==> config.mk <==
export PLATFORM = sky130hd
export DESIGN_NAME = round_robin_time_slice_scheduler
export DESIGN_NICKNAME = d
export VERILOG_FILES = /design/src/rtl/rrts_pkg.sv /design/src/rtl/rrts_proc_table.sv /design/src/rtl/round_robin_time_slice_scheduler.sv
export VERILOG_INCLUDE_DIRS = /design/src /design/src/rtl
export SDC_FILE = /design/constraint.sdc
export NUM_CORES = 1
export LEC_CHECK = 0
export BUFFER_PORTS_ARGS = -buffer_cell sky130_fd_sc_hd__buf_2
export CORE_MARGIN = 1
export CORE_UTILIZATION = 47
export CTS_CLUSTER_DIAMETER = 40
export DETAILED_ROUTE_END_ITERATION = 6
export PLACE_DENSITY_LB_ADDON = 0.05
export REMOVE_ABC_BUFFERS = 1
export SLEW_MARGIN = 5
export SYNTH_ARGS = -nofsm -noshare
export SYNTH_HDL_FRONTEND = slang
export SYNTH_SLANG_ARGS = --single-unit
==> constraint.sdc <==
create_clock -name clk -period 12.45 [get_ports clk]
set_input_delay 2.49 -clock clk [delete_from_list [all_inputs] [get_ports clk]]
set_output_delay 2.49 -clock clk [all_outputs]
set_load 0.05 [all_outputs]
==> src/rtl/round_robin_time_slice_scheduler_defines.svh <==
// Assertion macros for the round-robin time-slice scheduler.
`ifndef ROUND_ROBIN_TIME_SLICE_SCHEDULER_DEFINES_SVH
`define ROUND_ROBIN_TIME_SLICE_SCHEDULER_DEFINES_SVH
`ifndef SYNTHESIS
// A condition that must hold at every clock edge out of reset.
`define RRTS_ASSERT(lbl, cond, msg) \
  lbl: assert property (@(posedge clk) disable iff (!rst_n) (cond)) \
    else $error(msg);
// A condition that implies another in the same cycle.
`define RRTS_ASSERT_IMP(lbl, ante, cons, msg) \
  lbl: assert property (@(posedge clk) disable iff (!rst_n) (ante) |-> (cons)) \
    else $error(msg);
// A condition that implies another in the next cycle.
`define RRTS_ASSERT_NEXT(lbl, ante, cons, msg) \
  lbl: assert property (@(posedge clk) disable iff (!rst_n) (ante) |=> (cons)) \
    else $error(msg);
`else
`define RRTS_ASSERT(lbl, cond, msg)
`define RRTS_ASSERT_IMP(lbl, ante, cons, msg)
`define RRTS_ASSERT_NEXT(lbl, ante, cons, msg)
`endif
`endif

==> src/rtl/rrts_pkg.sv <==
// Types, constants and saturating helpers shared by the scheduler modules.
package rrts_pkg;

  localparam int unsigned TIME_W     = 16;
  localparam int unsigned CLK_W      = 20;
  localparam int unsigned TOT_W      = 23;
  localparam int unsigned PIDX_W     = 3;
  localparam int unsigned IN_TDATA_W = 32;
  localparam int unsigned OUT_PAD_W  = 2;
  localparam int unsigned OUT_TDATA_W = 112;

  localparam logic [CLK_W-1:0] CLK_MAX = {CLK_W{1'b1}};
  localparam logic [TOT_W-1:0] TOT_MAX = {TOT_W{1'b1}};

  // Operation codes carried on the input tuser bit.
  localparam logic OP_LOAD = 1'b0;
  localparam logic OP_STEP = 1'b1;

  // One process record as held in the process table.
  typedef struct packed {
    logic [TIME_W-1:0] remaining;
    logic [TIME_W-1:0] arrival;
    logic [CLK_W-1:0]  wait_acc;
    logic [CLK_W-1:0]  last_end;
  } proc_rec_t;

  // Write controls from the sequencer to the process table.
  typedef struct packed {
    logic we;
    logic set_started;
    logic clr_started;
  } tbl_ctl_t;

  typedef enum logic [4:0] {
    ST_IDLE   = 5'b00001,
    ST_SCAN   = 5'b00010,
    ST_EXEC   = 5'b00100,
    ST_COMMIT = 5'b01000,
    ST_DONE   = 5'b10000
  } state_t;

  // Saturating add on the 20-bit time scale.
  function automatic logic [CLK_W-1:0] sat_add20(input logic [CLK_W-1:0] a,
                                                 input logic [CLK_W-1:0] b);
    logic [CLK_W:0] s;
    s = {1'b0, a} + {1'b0, b};
    return s[CLK_W] ? CLK_MAX : s[CLK_W-1:0];
  endfunction

  // Saturating add of a 20-bit time onto a 23-bit total.
  function automatic logic [TOT_W-1:0] sat_add23(input logic [TOT_W-1:0] a,
                                                 input logic [CLK_W-1:0] b);
    logic [TOT_W:0] s;
    s = {1'b0, a} + {{(TOT_W-CLK_W+1){1'b0}}, b};
    return s[TOT_W] ? TOT_MAX : s[TOT_W-1:0];
  endfunction

endpackage

==> src/rtl/rrts_proc_table.sv <==
// Process table: record memory with registered read and per-entry started flags.
module rrts_proc_table import rrts_pkg::*; #(
  parameter int unsigned MAX_PROCS = 8
) (
  input  logic                           clk,
  input  logic                           rst_n,
  input  tbl_ctl_t                       ctl,
  input  logic [$clog2(MAX_PROCS)-1:0]   wr_idx,
  input  proc_rec_t                      wr_rec,
  input  logic [$clog2(MAX_PROCS)-1:0]   rd_idx,
  output proc_rec_t                      rd_rec,
  input  logic [$clog2(MAX_PROCS)-1:0]   st_idx,
  output logic                           st_flag
);

  proc_rec_t mem [MAX_PROCS];
  proc_rec_t rd_rec_r;
  logic      started_r [MAX_PROCS];

  // Record memory: one write port, one registered read port.
  always_ff @(posedge clk) begin
    if (ctl.we) begin
      mem[wr_idx] <= wr_rec;
    end
    rd_rec_r <= mem[rd_idx];
  end

  // Started flags are cleared by reset and by a load of the entry.
  always_ff @(posedge clk) begin
    if (!rst_n) begin
      for (int i = 0; i < int'(MAX_PROCS); i++) begin
        started_r[i] <= 1'b0;
      end
    end else if (ctl.we && ctl.clr_started) begin
      started_r[wr_idx] <= 1'b0;
    end else if (ctl.we && ctl.set_started) begin
      started_r[wr_idx] <= 1'b1;
    end
  end

  assign rd_rec  = rd_rec_r;
  assign st_flag = started_r[st_idx];

endmodule

==> src/rtl/round_robin_time_slice_scheduler.sv <==
// Round-robin time-slice scheduler: a load item gives no result. A step item is accepted,
// then the scan reads the table entries one after another and checks each read's data
// (stopping at the first ready process), then the slice is worked out, and then the
// record is written back and the result registered; a result still held on the output
// adds its wait. Items go one at a time.
// Reset clears the clock, counters, totals and started flags and sets quantum to 4.
`include "round_robin_time_slice_scheduler_defines.svh"
module round_robin_time_slice_scheduler import rrts_pkg::*; #(
  parameter int unsigned MAX_PROCS = 8
) (
  input  logic                    clk,
  input  logic                    rst_n,
  // Configuration: quantum.
  input  logic                    cfg_wr_en,
  input  logic [TIME_W-1:0]       cfg_wr_data,
  // Input channel.
  input  logic                    in_tvalid,
  output logic                    in_tready,
  input  logic [IN_TDATA_W-1:0]   in_tdata,   // burst[15:0], arrival[31:16]
  input  logic                    in_tuser,   // operation
  // Result channel.
  output logic                    out_tvalid,
  input  logic                    out_tready,
  // proc_index[2:0], slice_end[22:3], finished[23], proc_wait[43:24],
  // proc_turnaround[63:44], total_wait[86:64], total_turnaround[109:87], zero pad
  output logic [OUT_TDATA_W-1:0]  out_tdata,
  output logic                    out_tuser   // all_done
);

  localparam int unsigned IDX_W = $clog2(MAX_PROCS);
  localparam int unsigned CNT_W = $clog2(MAX_PROCS + 1);
  localparam logic [CNT_W-1:0] CNT_ONE  = CNT_W'(1);
  localparam logic [CNT_W-1:0] CNT_FULL = CNT_W'(MAX_PROCS);
  localparam logic [IDX_W-1:0] IDX_ONE  = IDX_W'(1);
  localparam logic [IDX_W-1:0] IDX_LAST = IDX_W'(MAX_PROCS - 1);

  // Control registers.
  state_t              state_r, state_nxt;
  logic [TIME_W-1:0]   quantum_r, quantum_nxt;
  logic [CLK_W-1:0]    clk_r, clk_nxt;
  logic [IDX_W-1:0]    scan_pos_r, scan_pos_nxt;
  logic [CNT_W-1:0]    loaded_cnt_r, loaded_cnt_nxt;
  logic [CNT_W-1:0]    fin_cnt_r, fin_cnt_nxt;
  logic [TOT_W-1:0]    wsum_r, wsum_nxt;
  logic [TOT_W-1:0]    tsum_r, tsum_nxt;
  logic [CNT_W-1:0]    issue_cnt_r, issue_cnt_nxt;
  logic                chk_v_r, chk_v_nxt;
  logic                cand_v_r, cand_v_nxt;
  logic                cand_elig_r, cand_elig_nxt;
  logic                out_tvalid_r, out_tvalid_nxt;

  // Payload registers.
  logic [IDX_W-1:0]       rd_addr_r, rd_addr_nxt;
  logic [IDX_W-1:0]       chk_idx_r, chk_idx_nxt;
  logic                   chk_last_r, chk_last_nxt;
  logic [IDX_W-1:0]       cand_idx_r, cand_idx_nxt;
  proc_rec_t              cand_r, cand_nxt;
  logic [CLK_W-1:0]       wait_new_r, wait_new_nxt;
  logic [TIME_W-1:0]      rem_new_r, rem_new_nxt;
  logic [OUT_TDATA_W-1:0] out_tdata_r, out_tdata_nxt;
  logic                   out_tuser_r, out_tuser_nxt;

  // Process table connections.
  tbl_ctl_t          tbl_ctl;
  logic [IDX_W-1:0]  tbl_wr_idx;
  proc_rec_t         tbl_wr_rec;
  proc_rec_t         tbl_rd_rec;
  logic              started_sel;

  // Datapath intermediates.
  logic               in_acc;
  logic               slot_free;
  logic               issue_act;
  logic               pending;
  logic               elig;
  logic               take;
  logic               scan_end;
  logic [IDX_W-1:0]   scan_start;
  logic [TIME_W-1:0]  burst_in;
  logic [TIME_W-1:0]  arrival_in;
  logic [CLK_W-1:0]   clk_eff;
  logic [CLK_W-1:0]   gap;
  logic [TIME_W-1:0]  q_eff;
  logic [TIME_W-1:0]  run;
  logic               fin;
  logic [CLK_W-1:0]   pw;
  logic [CLK_W-1:0]   pt;

  rrts_proc_table #(
    .MAX_PROCS (MAX_PROCS)
  ) u_table (
    .clk     (clk),
    .rst_n   (rst_n),
    .ctl     (tbl_ctl),
    .wr_idx  (tbl_wr_idx),
    .wr_rec  (tbl_wr_rec),
    .rd_idx  (rd_addr_r),
    .rd_rec  (tbl_rd_rec),
    .st_idx  (cand_idx_r),
    .st_flag (started_sel)
  );

  assign burst_in   = in_tdata[TIME_W-1:0];
  assign arrival_in = in_tdata[2*TIME_W-1:TIME_W];
  assign in_tready  = (state_r == ST_IDLE);
  assign in_acc     = in_tvalid && in_tready;
  assign slot_free  = !out_tvalid_r || out_tready;

  // The scan starts at the saved position, or at entry 0 if that lies past the table.
  assign scan_start = (CNT_W'(scan_pos_r) < loaded_cnt_r) ? scan_pos_r : '0;

  // Scan evaluation of the entry whose read data has just arrived. The candidate is
  // the first ready process in scan order, or failing that the first with the
  // earliest arrival; a ready process always arrives before any waiting one.
  assign issue_act = (issue_cnt_r < loaded_cnt_r);
  assign pending   = (tbl_rd_rec.remaining != '0);
  assign elig      = pending && ({{(CLK_W-TIME_W){1'b0}}, tbl_rd_rec.arrival} <= clk_r);
  assign take      = chk_v_r && pending && !cand_elig_r &&
                     (!cand_v_r || (tbl_rd_rec.arrival < cand_r.arrival));
  assign scan_end  = chk_v_r && ((take && elig) || chk_last_r);

  // Slice arithmetic on the chosen record; an idle clock jumps to its arrival.
  assign clk_eff = cand_elig_r ? clk_r : {{(CLK_W-TIME_W){1'b0}}, cand_r.arrival};
  assign gap     = clk_eff - (started_sel ? cand_r.last_end
                                          : {{(CLK_W-TIME_W){1'b0}}, cand_r.arrival});
  assign q_eff   = (quantum_r == '0) ? TIME_W'(1) : quantum_r;
  assign run     = (cand_r.remaining < q_eff) ? cand_r.remaining : q_eff;

  // Completion figures, taken from the registered slice results.
  assign fin = (rem_new_r == '0);
  assign pw  = fin ? wait_new_r : '0;
  assign pt  = fin ? (clk_r - {{(CLK_W-TIME_W){1'b0}}, cand_r.arrival}) : '0;

  // Sequencer and table write control.
  always_comb begin
    state_nxt      = state_r;
    quantum_nxt    = cfg_wr_en ? cfg_wr_data : quantum_r;
    clk_nxt        = clk_r;
    scan_pos_nxt   = scan_pos_r;
    loaded_cnt_nxt = loaded_cnt_r;
    fin_cnt_nxt    = fin_cnt_r;
    wsum_nxt       = wsum_r;
    tsum_nxt       = tsum_r;
    issue_cnt_nxt  = issue_cnt_r;
    chk_v_nxt      = 1'b0;
    cand_v_nxt     = cand_v_r;
    cand_elig_nxt  = cand_elig_r;
    out_tvalid_nxt = out_tvalid_r && !out_tready;
    rd_addr_nxt    = rd_addr_r;
    chk_idx_nxt    = rd_addr_r;
    chk_last_nxt   = (issue_cnt_r == (loaded_cnt_r - CNT_ONE));
    cand_idx_nxt   = cand_idx_r;
    cand_nxt       = cand_r;
    wait_new_nxt   = wait_new_r;
    rem_new_nxt    = rem_new_r;
    out_tdata_nxt  = out_tdata_r;
    out_tuser_nxt  = out_tuser_r;
    tbl_ctl        = '0;
    tbl_wr_idx     = cand_idx_r;
    tbl_wr_rec     = '{remaining: rem_new_r, arrival: cand_r.arrival,
                       wait_acc: wait_new_r, last_end: clk_r};

    case (state_r)
      ST_IDLE: begin
        if (in_acc && (in_tuser == OP_LOAD)) begin
          // A load appends a record; zero bursts and a full table are ignored.
          if ((burst_in != '0) && (loaded_cnt_r < CNT_FULL)) begin
            tbl_ctl.we          = 1'b1;
            tbl_ctl.clr_started = 1'b1;
            tbl_wr_idx          = loaded_cnt_r[IDX_W-1:0];
            tbl_wr_rec          = '{remaining: burst_in, arrival: arrival_in,
                                    wait_acc: '0, last_end: '0};
            loaded_cnt_nxt      = loaded_cnt_r + CNT_ONE;
          end
        end else if (in_acc) begin
          if (fin_cnt_r >= loaded_cnt_r) begin
            state_nxt = ST_DONE;
          end else begin
            state_nxt     = ST_SCAN;
            rd_addr_nxt   = scan_start;
            issue_cnt_nxt = '0;
            cand_v_nxt    = 1'b0;
            cand_elig_nxt = 1'b0;
          end
        end
      end

      ST_SCAN: begin
        // Issue one read a cycle, wrapping over the loaded entries.
        if (issue_act) begin
          chk_v_nxt     = 1'b1;
          issue_cnt_nxt = issue_cnt_r + CNT_ONE;
          rd_addr_nxt   = (CNT_W'(rd_addr_r) == (loaded_cnt_r - CNT_ONE)) ? '0
                                                                          : rd_addr_r + IDX_ONE;
        end
        if (take) begin
          cand_v_nxt    = 1'b1;
          cand_elig_nxt = elig;
          cand_idx_nxt  = chk_idx_r;
          cand_nxt      = tbl_rd_rec;
        end
        if (scan_end) begin
          chk_v_nxt     = 1'b0;
          issue_cnt_nxt = loaded_cnt_r;
          state_nxt     = (cand_v_r || take) ? ST_EXEC : ST_DONE;
        end
      end

      ST_EXEC: begin
        // Waiting time update, run length and new clock.
        if (started_sel) begin
          wait_new_nxt = sat_add20(cand_r.wait_acc, gap);
        end else begin
          wait_new_nxt = gap;
        end
        clk_nxt     = sat_add20(clk_eff, {{(CLK_W-TIME_W){1'b0}}, run});
        rem_new_nxt = cand_r.remaining - run;
        state_nxt   = ST_COMMIT;
      end

      ST_COMMIT: begin
        // Write the record back and register the result once the slot is free.
        if (slot_free) begin
          tbl_ctl.we          = 1'b1;
          tbl_ctl.set_started = 1'b1;
          scan_pos_nxt        = (cand_idx_r == IDX_LAST) ? '0 : cand_idx_r + IDX_ONE;
          if (fin) begin
            fin_cnt_nxt = fin_cnt_r + CNT_ONE;
            wsum_nxt    = sat_add23(wsum_r, pw);
            tsum_nxt    = sat_add23(tsum_r, pt);
          end
          out_tvalid_nxt = 1'b1;
          out_tuser_nxt  = 1'b0;
          out_tdata_nxt  = {{OUT_PAD_W{1'b0}}, tsum_nxt, wsum_nxt, pt, pw, fin, clk_r,
                            PIDX_W'(cand_idx_r)};
          state_nxt      = ST_IDLE;
        end
      end

      ST_DONE: begin
        // Nothing left to run: only the totals are reported.
        if (slot_free) begin
          out_tvalid_nxt = 1'b1;
          out_tuser_nxt  = 1'b1;
          out_tdata_nxt  = {{OUT_PAD_W{1'b0}}, tsum_r, wsum_r, {CLK_W{1'b0}},
                            {CLK_W{1'b0}}, 1'b0, {CLK_W{1'b0}}, {PIDX_W{1'b0}}};
          state_nxt      = ST_IDLE;
        end
      end

      default: begin
        state_nxt = ST_IDLE;
      end
    endcase
  end

  // Control state with synchronous reset.
  always_ff @(posedge clk) begin
    if (!rst_n) begin
      state_r      <= ST_IDLE;
      quantum_r    <= TIME_W'(4);
      clk_r        <= '0;
      scan_pos_r   <= '0;
      loaded_cnt_r <= '0;
      fin_cnt_r    <= '0;
      wsum_r       <= '0;
      tsum_r       <= '0;
      issue_cnt_r  <= '0;
      chk_v_r      <= 1'b0;
      cand_v_r     <= 1'b0;
      cand_elig_r  <= 1'b0;
      out_tvalid_r <= 1'b0;
    end else begin
      state_r      <= state_nxt;
      quantum_r    <= quantum_nxt;
      clk_r        <= clk_nxt;
      scan_pos_r   <= scan_pos_nxt;
      loaded_cnt_r <= loaded_cnt_nxt;
      fin_cnt_r    <= fin_cnt_nxt;
      wsum_r       <= wsum_nxt;
      tsum_r       <= tsum_nxt;
      issue_cnt_r  <= issue_cnt_nxt;
      chk_v_r      <= chk_v_nxt;
      cand_v_r     <= cand_v_nxt;
      cand_elig_r  <= cand_elig_nxt;
      out_tvalid_r <= out_tvalid_nxt;
    end
  end

  // Payload registers need no reset.
  always_ff @(posedge clk) begin
    rd_addr_r   <= rd_addr_nxt;
    chk_idx_r   <= chk_idx_nxt;
    chk_last_r  <= chk_last_nxt;
    cand_idx_r  <= cand_idx_nxt;
    cand_r      <= cand_nxt;
    wait_new_r  <= wait_new_nxt;
    rem_new_r   <= rem_new_nxt;
    out_tdata_r <= out_tdata_nxt;
    out_tuser_r <= out_tuser_nxt;
  end

  assign out_tvalid = out_tvalid_r;
  assign out_tdata  = out_tdata_r;
  assign out_tuser  = out_tuser_r;

  // Checks on the sequencer.
  `RRTS_ASSERT(a_fin_le_loaded, fin_cnt_r <= loaded_cnt_r, "more finished than loaded")
  `RRTS_ASSERT_IMP(a_scan_has_work, state_r == ST_SCAN, fin_cnt_r < loaded_cnt_r, "scan without work")
  `RRTS_ASSERT_IMP(a_exec_has_cand, state_r == ST_EXEC, cand_v_r, "slice without a candidate")
  `RRTS_ASSERT_NEXT(a_commit_emits, (state_r == ST_COMMIT) && slot_free, out_tvalid_r && !out_tuser_r, "slice result not registered")

endmodule
==> metrics.yaml, run 1 <==
min_period_over_period_pct: 55.8
design.portCount: 169
ys_seq_area_share_pct: 62.6
run_status: "complete, no violations"
cts.clk_slew.worst_paths_ns: 0.05
hold_path.class: "flop to flop"
layout-drive-gt1-share_pct: 20.8
gp_congestion: 0.868
yosys.area.top_type_share_pct: 54.0
grt_setup_unrepaired: "no"
required_time_at_the_endpoint_of_the_critical_path_ns: 12.91
register_area_um2: 27900
ir_worst_vdd_v: 0.000111
met3RoutedLength_um: 6690
clkSinkCount: 994
postSynthCellCount: 3227
timing.hold.worst_path_depth: 0
layout.cells.most_common: "sky130_fd_sc_hd__edfxtp_1"
nFillCells: 7717
pre_cts_ws_ns: 5.46
fin_ws_ns: 5.50
cts_tree: "built"
final_period_minus_worst_setup_slack_ns: 6.95
rr_endpoint: "wait_new_r[4]"
cts_setup_buffers: 0
startpoint_type: "flop"
cp_data_arrival_time_ns: 7.42
synth-warning-count: 0
criticalPathCategory: "flop to flop"
layout_common_cells: "sky130_fd_sc_hd__edfxtp_1 (801), sky130_fd_sc_hd__nor2_1 (243), sky130_fd_sc_hd__nand2_1 (223), sky130_fd_sc_hd__dfxtp_1 (193), sky130_fd_sc_hd__ha_1 (181)"
grt_pass1_vias: 27900
cts_root_buf: "sky130_fd_sc_hd__clkbuf_16"
hp-start: "u_table.rd_rec[0]"
core_area_um2: 93600
dr.pass1.iters: 5
timing.fmax_ghz: 0.144
maxCapViolCount: 0
compound_cell_area_share_of_the_yosys_netlist_pct: 8.85
final_net_count: 3686
dp_hpwl_um: 73400
cp_slowest_cell: "sky130_fd_sc_hd__a211o_1"
timing.critical_path.max_delay_family: "compound AO/OA/AOI/OAI gates"
critPathMaxFanout: 53
worst_skew_pair.late_latency_ns: 0.73
die_h_um: 310
via_per_inst: 5.73
post_synth_and_or_nand_nor_area_fraction_pct: 8.59
cts_hold_buffers: 0
synth-edff-count: 801
cellLeakagePower_nw: 19.3
routedWlPerCell_um: 24.0
synth_xor_area_share_pct: 2.26
cts_max_path_buffers: 3
fin_skew_ns: 0.0252
grt_first_pass_wirelength_um: 173000
grt_use_total_pct: 24.4
synth.ff_latch_count: 994
timing_worst_slew_pin_value_ns: 1.27
met1_length_um: 51500
multiplexer_fraction_of_the_synthesized_cell_area_pct: 10.0
power_density_nw_per_um2: 161
setup-tns-final_ns: 0
first_iter_violations: 2070
route.top_layer_used: "met5"
route.antenna.remaining_nets: 0
max_slew_margin_pct: 14.2
floorplan.die.width_um: 310
routed_wl_um: 116000
reg2reg_slack_ns: 5.50
finalMaxSlewViolations: 0
timing.final.setup_violations: 0
syn_area_per_cell_um2: 13.8
path_buf_inv: 1
grt_antenna_before_repair: 12
worstRegToRegCells: 27
synthDistinctLibCells: 94
synth.area.top_cells: "sky130_fd_sc_hd__edfxtp_1 (54%), sky130_fd_sc_hd__dfxtp_1 (8.7%), sky130_fd_sc_hd__mux4_2 (7.4%)"
mappedNetlistArea_um2: 44600
slowest_delay_ns: 0.57
largest_net_degree_at_the_start_of_global_routing: 134
initial_cell_density_of_the_core_pct: 47.6
ys_dominant_reg_cell: "sky130_fd_sc_hd__edfxtp_1"
drc: 0
asyncSetResetFlopFracSynth_pct: 0
dieArea_um2: 96100
grt_remaining_overflow: 0
detailroute.via_count: 27600
cts_buffers: 147
min_to: "cand_r[0]"
setup.worst_path.end_class: "flop"
synth_area_leader_cell: "sky130_fd_sc_hd__edfxtp_1"
final_hold_viol_count: 0
post_synth_fa_ha_maj_area_fraction_pct: 5.33
io_buffer_count: 166
h-tree-depth: 4
fp-row-count: 112
area_used_by_multi_input_combinational_logic_um2: 15700
postCtsResizedCells: 0
area_growth_syn_to_fin_pct: 16.4
largest_family_of_logic_cells_by_synthesized_area: "multiplexers"
met2RoutedLength_um: 55000
-- routing by layer --
metal,global-route usage [%],vias up
met5,0,-
met4,7.60,4
met3,3.94,178
met2,39.3,876
met1,34.1,13900
li1,-,12700
-- where the power goes --
part	switching [mW]	leakage (nW)	internal, mW
Sequential	0.0291	9.02	3.69
Combinational	0.309	7.82	0.126
Clock	1.53	2.42	2.65
Total	1.87	19.3	6.46
-- cell usage after synthesis, types with 23 or more instances --
| master | count |
|---|---|
| sky130_fd_sc_hd__dfxtp_1 | 193 |
| sky130_fd_sc_hd__nor3_1 | 38 |
| sky130_fd_sc_hd__edfxtp_1 | 801 |
| sky130_fd_sc_hd__xor2_1 | 39 |
| sky130_fd_sc_hd__nor2_1 | 249 |
| sky130_fd_sc_hd__ha_1 | 181 |
| sky130_fd_sc_hd__buf_1 | 23 |
| sky130_fd_sc_hd__a21o_1 | 53 |
| sky130_fd_sc_hd__nand2b_1 | 24 |
| sky130_fd_sc_hd__clkbuf_1 | 105 |
| sky130_fd_sc_hd__nand3_1 | 32 |
| sky130_fd_sc_hd__a21oi_1 | 178 |
| sky130_fd_sc_hd__xnor2_1 | 76 |
| sky130_fd_sc_hd__mux2_2 | 80 |
| sky130_fd_sc_hd__o21ai_0 | 169 |
| sky130_fd_sc_hd__mux4_2 | 146 |
| sky130_fd_sc_hd__and2_1 | 71 |
| sky130_fd_sc_hd__nand2_1 | 224 |
| sky130_fd_sc_hd__and3_1 | 45 |
| sky130_fd_sc_hd__inv_1 | 124 |
| sky130_fd_sc_hd__mux2i_1 | 27 |
-- kinds of logic after synthesis --
group	after synthesis
other	1
buffers and inverters	267
multiplexers	253
AND/OR/NAND/NOR	799
AO/OA/AOI/OAI	611
adder cells (fa/ha/maj)	187
flip-flops	994
XOR/XNOR	115
-- worst reg2reg max path: stages (launching register included) --
cell                       delay, ns
sky130_fd_sc_hd__dfxtp_1        0.37
sky130_fd_sc_hd__mux4_2         0.52
sky130_fd_sc_hd__mux2_2         0.27
sky130_fd_sc_hd__buf_4          0.31
sky130_fd_sc_hd__nand2_1        0.17
sky130_fd_sc_hd__nand2_1        0.06
sky130_fd_sc_hd__ha_1           0.20
sky130_fd_sc_hd__fa_1           0.41
sky130_fd_sc_hd__nor2b_1        0.14
sky130_fd_sc_hd__o21ai_0        0.12
sky130_fd_sc_hd__a21boi_0       0.25
sky130_fd_sc_hd__o21ai_0        0.15
sky130_fd_sc_hd__a21boi_0       0.26
sky130_fd_sc_hd__o21ai_0        0.15
sky130_fd_sc_hd__a21oi_1        0.27
sky130_fd_sc_hd__nor4_1         0.10
sky130_fd_sc_hd__nor3_1         0.27
sky130_fd_sc_hd__a21oi_1        0.12
sky130_fd_sc_hd__xnor2_1        0.23
sky130_fd_sc_hd__ha_1           0.32
sky130_fd_sc_hd__a21o_1         0.19
sky130_fd_sc_hd__a21oi_1        0.22
sky130_fd_sc_hd__nand2_1        0.08
sky130_fd_sc_hd__a211oi_1       0.31
sky130_fd_sc_hd__nor2_1         0.14
sky130_fd_sc_hd__a21o_1         0.20
sky130_fd_sc_hd__a211o_1        0.57
sky130_fd_sc_hd__o22a_1         0.30
-- worst max path at each step --
stage | start | end | slack [ns] | depth (start not counted)
floorplan | state_r[2] | u_table.started_r[3] | 1.24 | 8
global placement | in_tvalid | u_table.started_r[7] | 5.55 | 11
detailed placement | in_tvalid | u_table.started_r[6] | 5.46 | 11
CTS | flop | wait_new_r[6] | 5.56 | 27
global route | flop | wait_new_r[1] | 4.95 | 28
finish | flop | wait_new_r[4] | 5.50 | 27
-- flip-flops by register name (all words and copies together) (netlist names), 20 cells and up, named ones only --
register        flops
u_table.mem       576
out_tdata         110
cand_r             72
u_table.rd_rec     72
tsum_r             23
wsum_r             23
clk_r              20
wait_new_r         20
-- per-stage QoR --
| stage | instances | util, % | power (mW) | hold slack (ns) | cell area (um2) |
|---|---|---|---|---|---|
| after CTS | 4819 | 55.4 | 8.41 | 0.402 | 51900 |
| after floorplan | 3087 | - | 4.06 | 0.386 | 44000 |
| after detailed placement | 4551 | 50.0 | 4.22 | 0.390 | 46800 |
| final | 4824 | 55.4 | 8.33 | 0.402 | 51900 |
| after global routing | 4819 | 55.4 | 8.58 | 0.405 | 51900 |
| after global placement | 4550 | 50.0 | 4.20 | 0.390 | 46800 |
-- layout make-up --
class	instances	area share [%]
Clock buffer	183	7.69
Antenna cell	5	0.0241
Tap cell	1254	3.02
Clock inverter	85	1.98
Multi-Input combinational cell	1967	30.3
Inverter	126	0.912
Timing Repair Buffer	210	2.26
Sequential cell	994	53.8
Note: power is estimated with default switching activity, not from simulation.
==> run 2: changes to the inputs <==
Settings changed: ABC_AREA from default to 1.
Clock period 12.45 ns to 6.26 ns, I/O delays scaled along.
==> run 2 against run 1 <==
The flow now finishes with violations (DRC). Highest routed layer unchanged. Critical path type unchanged. Largest cell class unchanged. Worst setup slack got worse by 4.9 ns. Final cell count rose by 22%. Total power rose by 140%. Global-route usage rose by 2.2 points. Wire length rose by 12%. Largest power group is now sequential cells.
==> metrics.yaml, run 2 <==
run_status: "complete, but fails checks"  # was complete, no violations
violations: "DRC"
worst_skew_pair.late_latency_ns: 0.74  # was 0.73 ns
die_h_um: 312  # was 310 um
max_slew_margin_pct: 24.2  # was 14.2%
criticalPathCategory: "flop to flop"  # unchanged
setup-tns-final_ns: 0  # unchanged
yosys-top-cells-count: "sky130_fd_sc_hd__edfxtp_1 (801), sky130_fd_sc_hd__nor2_1 (755), sky130_fd_sc_hd__o21ai_0 (486), sky130_fd_sc_hd__nand2_1 (479), sky130_fd_sc_hd__inv_1 (367)"  # was sky130_fd_sc_hd__edfxtp_1 (801), sky130_fd_sc_hd__nor2_1 (249), sky130_fd_sc_hd__nand2_1 (224), sky130_fd_sc_hd__dfxtp_1 (193), sky130_fd_sc_hd__ha_1 (181)
layout.cells.most_common: "sky130_fd_sc_hd__edfxtp_1"  # unchanged
cts_setup_buffers: 0  # unchanged
clkSinkCount: 994  # unchanged
slowest_delay_ns: 0.48  # was 0.57 ns
synth-warning-count: 0  # unchanged
area_growth_syn_to_fin_pct: 15.8  # was 16.4%
finalMaxSlewViolations: 0  # unchanged
yosys.area.top_type_share_pct: 53.3  # was 54.0%
first_iter_violations: 3094  # was 2070
synth.area.top_cells: "sky130_fd_sc_hd__edfxtp_1 (53%), sky130_fd_sc_hd__dfxtp_1 (8.6%), sky130_fd_sc_hd__nor2_1 (6.3%)"  # was sky130_fd_sc_hd__edfxtp_1 (54%), sky130_fd_sc_hd__dfxtp_1 (8.7%), sky130_fd_sc_hd__mux4_2 (7.4%)
dr.pass1.iters: 7  # was 5
grt_pass1_vias: 31000  # was 27900
floorplan.die.width_um: 312  # was 310 um
cts_buffers: 139  # was 147
detailroute.via_count: 32500  # was 27600
io_buffer_count: 166  # unchanged
drc: 2  # was 0
routed_wl_um: 130000  # was 116000 um
final_hold_viol_count: 0  # unchanged
layout_common_cells: "sky130_fd_sc_hd__edfxtp_1 (801), sky130_fd_sc_hd__nor2_1 (743), sky130_fd_sc_hd__o21ai_0 (486), sky130_fd_sc_hd__nand2_1 (478), sky130_fd_sc_hd__inv_1 (366)"  # was sky130_fd_sc_hd__edfxtp_1 (801), sky130_fd_sc_hd__nor2_1 (243), sky130_fd_sc_hd__nand2_1 (223), sky130_fd_sc_hd__dfxtp_1 (193), sky130_fd_sc_hd__ha_1 (181)
largest-register: "u_table.mem"  # unchanged
register_area_um2: 27900  # unchanged
startpoint_type: "flop"  # unchanged
cts.clk_slew.worst_paths_ns: 0.06  # was 0.05 ns
layout-drive-gt1-share_pct: 11.5  # was 20.8%
timing_worst_slew_pin_value_ns: 1.13  # was 1.27 ns
asyncSetResetFlopFracSynth_pct: 0  # unchanged
synthDistinctLibCells: 61  # was 94
min_period_over_period_pct: 90.9  # was 55.8%
ir_worst_vdd_v: 0.000296  # was 0.000111 V
grt_use_total_pct: 26.6  # was 24.4%
grt_setup_unrepaired: "no"  # unchanged
synth.most_common_cell: "sky130_fd_sc_hd__edfxtp_1"  # unchanged
layout.core_utilization_pct: 55.0  # was 55.4%
route.antenna.remaining_nets: 0  # unchanged
ys_seq_area_share_pct: 61.9  # was 62.6%
area_used_by_multi_input_combinational_logic_um2: 15100  # was 15700 um2
ys_dominant_reg_cell: "sky130_fd_sc_hd__edfxtp_1"  # unchanged
largest_net_degree_at_the_start_of_global_routing: 167  # was 134
cp_common_cell: "sky130_fd_sc_hd__nand2_1"
nFillCells: 8447  # was 7717
dieArea_um2: 97200  # was 96100 um2
hold_path.class: "flop to flop"  # unchanged
critPathMaxFanout: 16  # was 53
timing.fmax_ghz: 0.176  # was 0.144 GHz
cts_max_path_buffers: 3  # unchanged
grt_first_pass_wirelength_um: 194000  # was 173000 um
power_density_nw_per_um2: 383  # was 161 nW/um2
cp_slowest_cell: "sky130_fd_sc_hd__nor3_1"  # was sky130_fd_sc_hd__a211o_1
cellLeakagePower_nw: 20.5  # was 19.3 nW
mappedNetlistArea_um2: 45100  # was 44600 um2
final_net_count: 4767  # was 3686
postSynthCellCount: 4353  # was 3227
h-tree-depth: 4  # unchanged
gp_congestion: 0.941  # was 0.868
synth.ff_latch_count: 994  # unchanged
cts_tree: "built"  # unchanged
cts_hold_buffers: 0  # unchanged
synth_area_leader_cell: "sky130_fd_sc_hd__edfxtp_1"  # unchanged
via_per_inst: 5.51  # was 5.73
syn_area_per_cell_um2: 10.4  # was 13.8 um2
synth-edff-count: 801  # unchanged
design.portCount: 169  # unchanged
fin_skew_ns: 0.0236  # was 0.0252 ns
timing.final.setup_violations: 0  # unchanged
grt_antenna_before_repair: 6  # was 12
maxCapViolCount: 0  # unchanged
postCtsResizedCells: 0  # unchanged
cp_data_arrival_time_ns: 6.17  # was 7.42 ns
setup.worst_path.end_class: "flop"  # unchanged
required_time_at_the_endpoint_of_the_critical_path_ns: 6.73  # was 12.91 ns
initial_cell_density_of_the_core_pct: 47.5  # was 47.6%
grt_remaining_overflow: 0  # unchanged
core_area_um2: 95000  # was 93600 um2
path_buf_inv: 5  # was 1
routedWlPerCell_um: 22.0  # was 24.0 um
largest_register_ffs: 576  # unchanged
timing.critical_path.max_delay_family: "simple AND/OR/NAND/NOR gates"  # was compound AO/OA/AOI/OAI gates
fp-row-count: 113  # was 112
cts_root_buf: "sky130_fd_sc_hd__clkbuf_16"  # unchanged
dp_hpwl_um: 81300  # was 73400 um
final_period_minus_worst_setup_slack_ns: 5.69  # was 6.95 ns
[run 2: cell types whose count changed in the layout (fill, tap and decap cells not counted), sizes merged, moves of 86 or more]
cell	change
inv	+251
mux4	-146
nand2	+268
nand3	+92
nor2	+509
o21ai	+336
o22ai	+86
[run 2: report_power, final]
| group | internal (mW) | switching (mW) | total [mW] |
|---|---|---|---|
| Combinational | 1.07 | 2.84 | 3.91 |
| Sequential | 7.81 | 0.247 | 8.06 |
| Clock | 4.96 | 3.05 | 8.02 |
[run 2: routing by layer]
metal	track usage (%)	routed length (um)
met4	8.90	3780
met1	36.8	58100
met2	42.2	59900
met3	5.04	8350
met5	0	48
[run 2: cell families (layout without fill, tap and decap cells)]
family                     after synthesis  in the layout  share of synthesized area, %
xor gates and xnor gates                95             95                          1.84
other                                    1              3                       0.00831
and+or+nand+nor                       1489           1489                          13.6
DFF                                    994            994                          61.9
muxes                                    2              2                        0.0444
adders and majority gates              186            186                          5.24
AOI/OAI and AO/OA                     1018           1018                          12.6
buffers and inverters                  568            857                          4.83
[run 2: final timing paths]
path	slack (ns)	start	cells after the start	endpoint
worst max-delay path	0.57	clk_r[0]	31	out_tdata[99]
worst min-delay path	0.39	u_table.rd_rec[20]	0	cand_r[20]
worst min register to register	0.39	u_table.rd_rec[20]	0	cand_r[20]
worst max register to register	0.57	clk_r[0]	31	out_tdata[99]
[run 2: final cells by class]
class	count	share of cell area, %
diodes	1	0.00479
clock buffers	167	7.26
clock inverters	90	1.92
inverters	378	2.74
multi-input cells	2792	28.9
flip-flops and latches	994	53.4
well taps	1265	3.03
repair buffers	222	2.69
[run 2: worst reg2reg max path, delay by kind of cell, from the launching register on]
family | cells | cell delay (ns)
and+or+nand+nor | 14 | 2.05
AOI/OAI and AO/OA | 9 | 1.55
adders and majority gates | 3 | 0.80
buffers and inverters | 5 | 0.62
DFF | 1 | 0.41
[run 2: through the flow]
stage | worst slack, ns | instance area, um2 | total power, mW | std cells | hold WS, ns
6_report | 0.567 | 52300 | 20.0 | 5909 | 0.386
3_3_place_gp | 0.741 | 47500 | 12.1 | 5651 | 0.386
4_1_cts | 0.624 | 52200 | 20.1 | 5908 | 0.383
5_1_grt | 0.00648 | 52300 | 20.8 | 5908 | 0.404
2_1_floorplan | -4.92 | 44400 | 10.8 | 4164 | 0.386
3_5_place_dp | 0.667 | 47500 | 12.1 | 5651 | 0.389
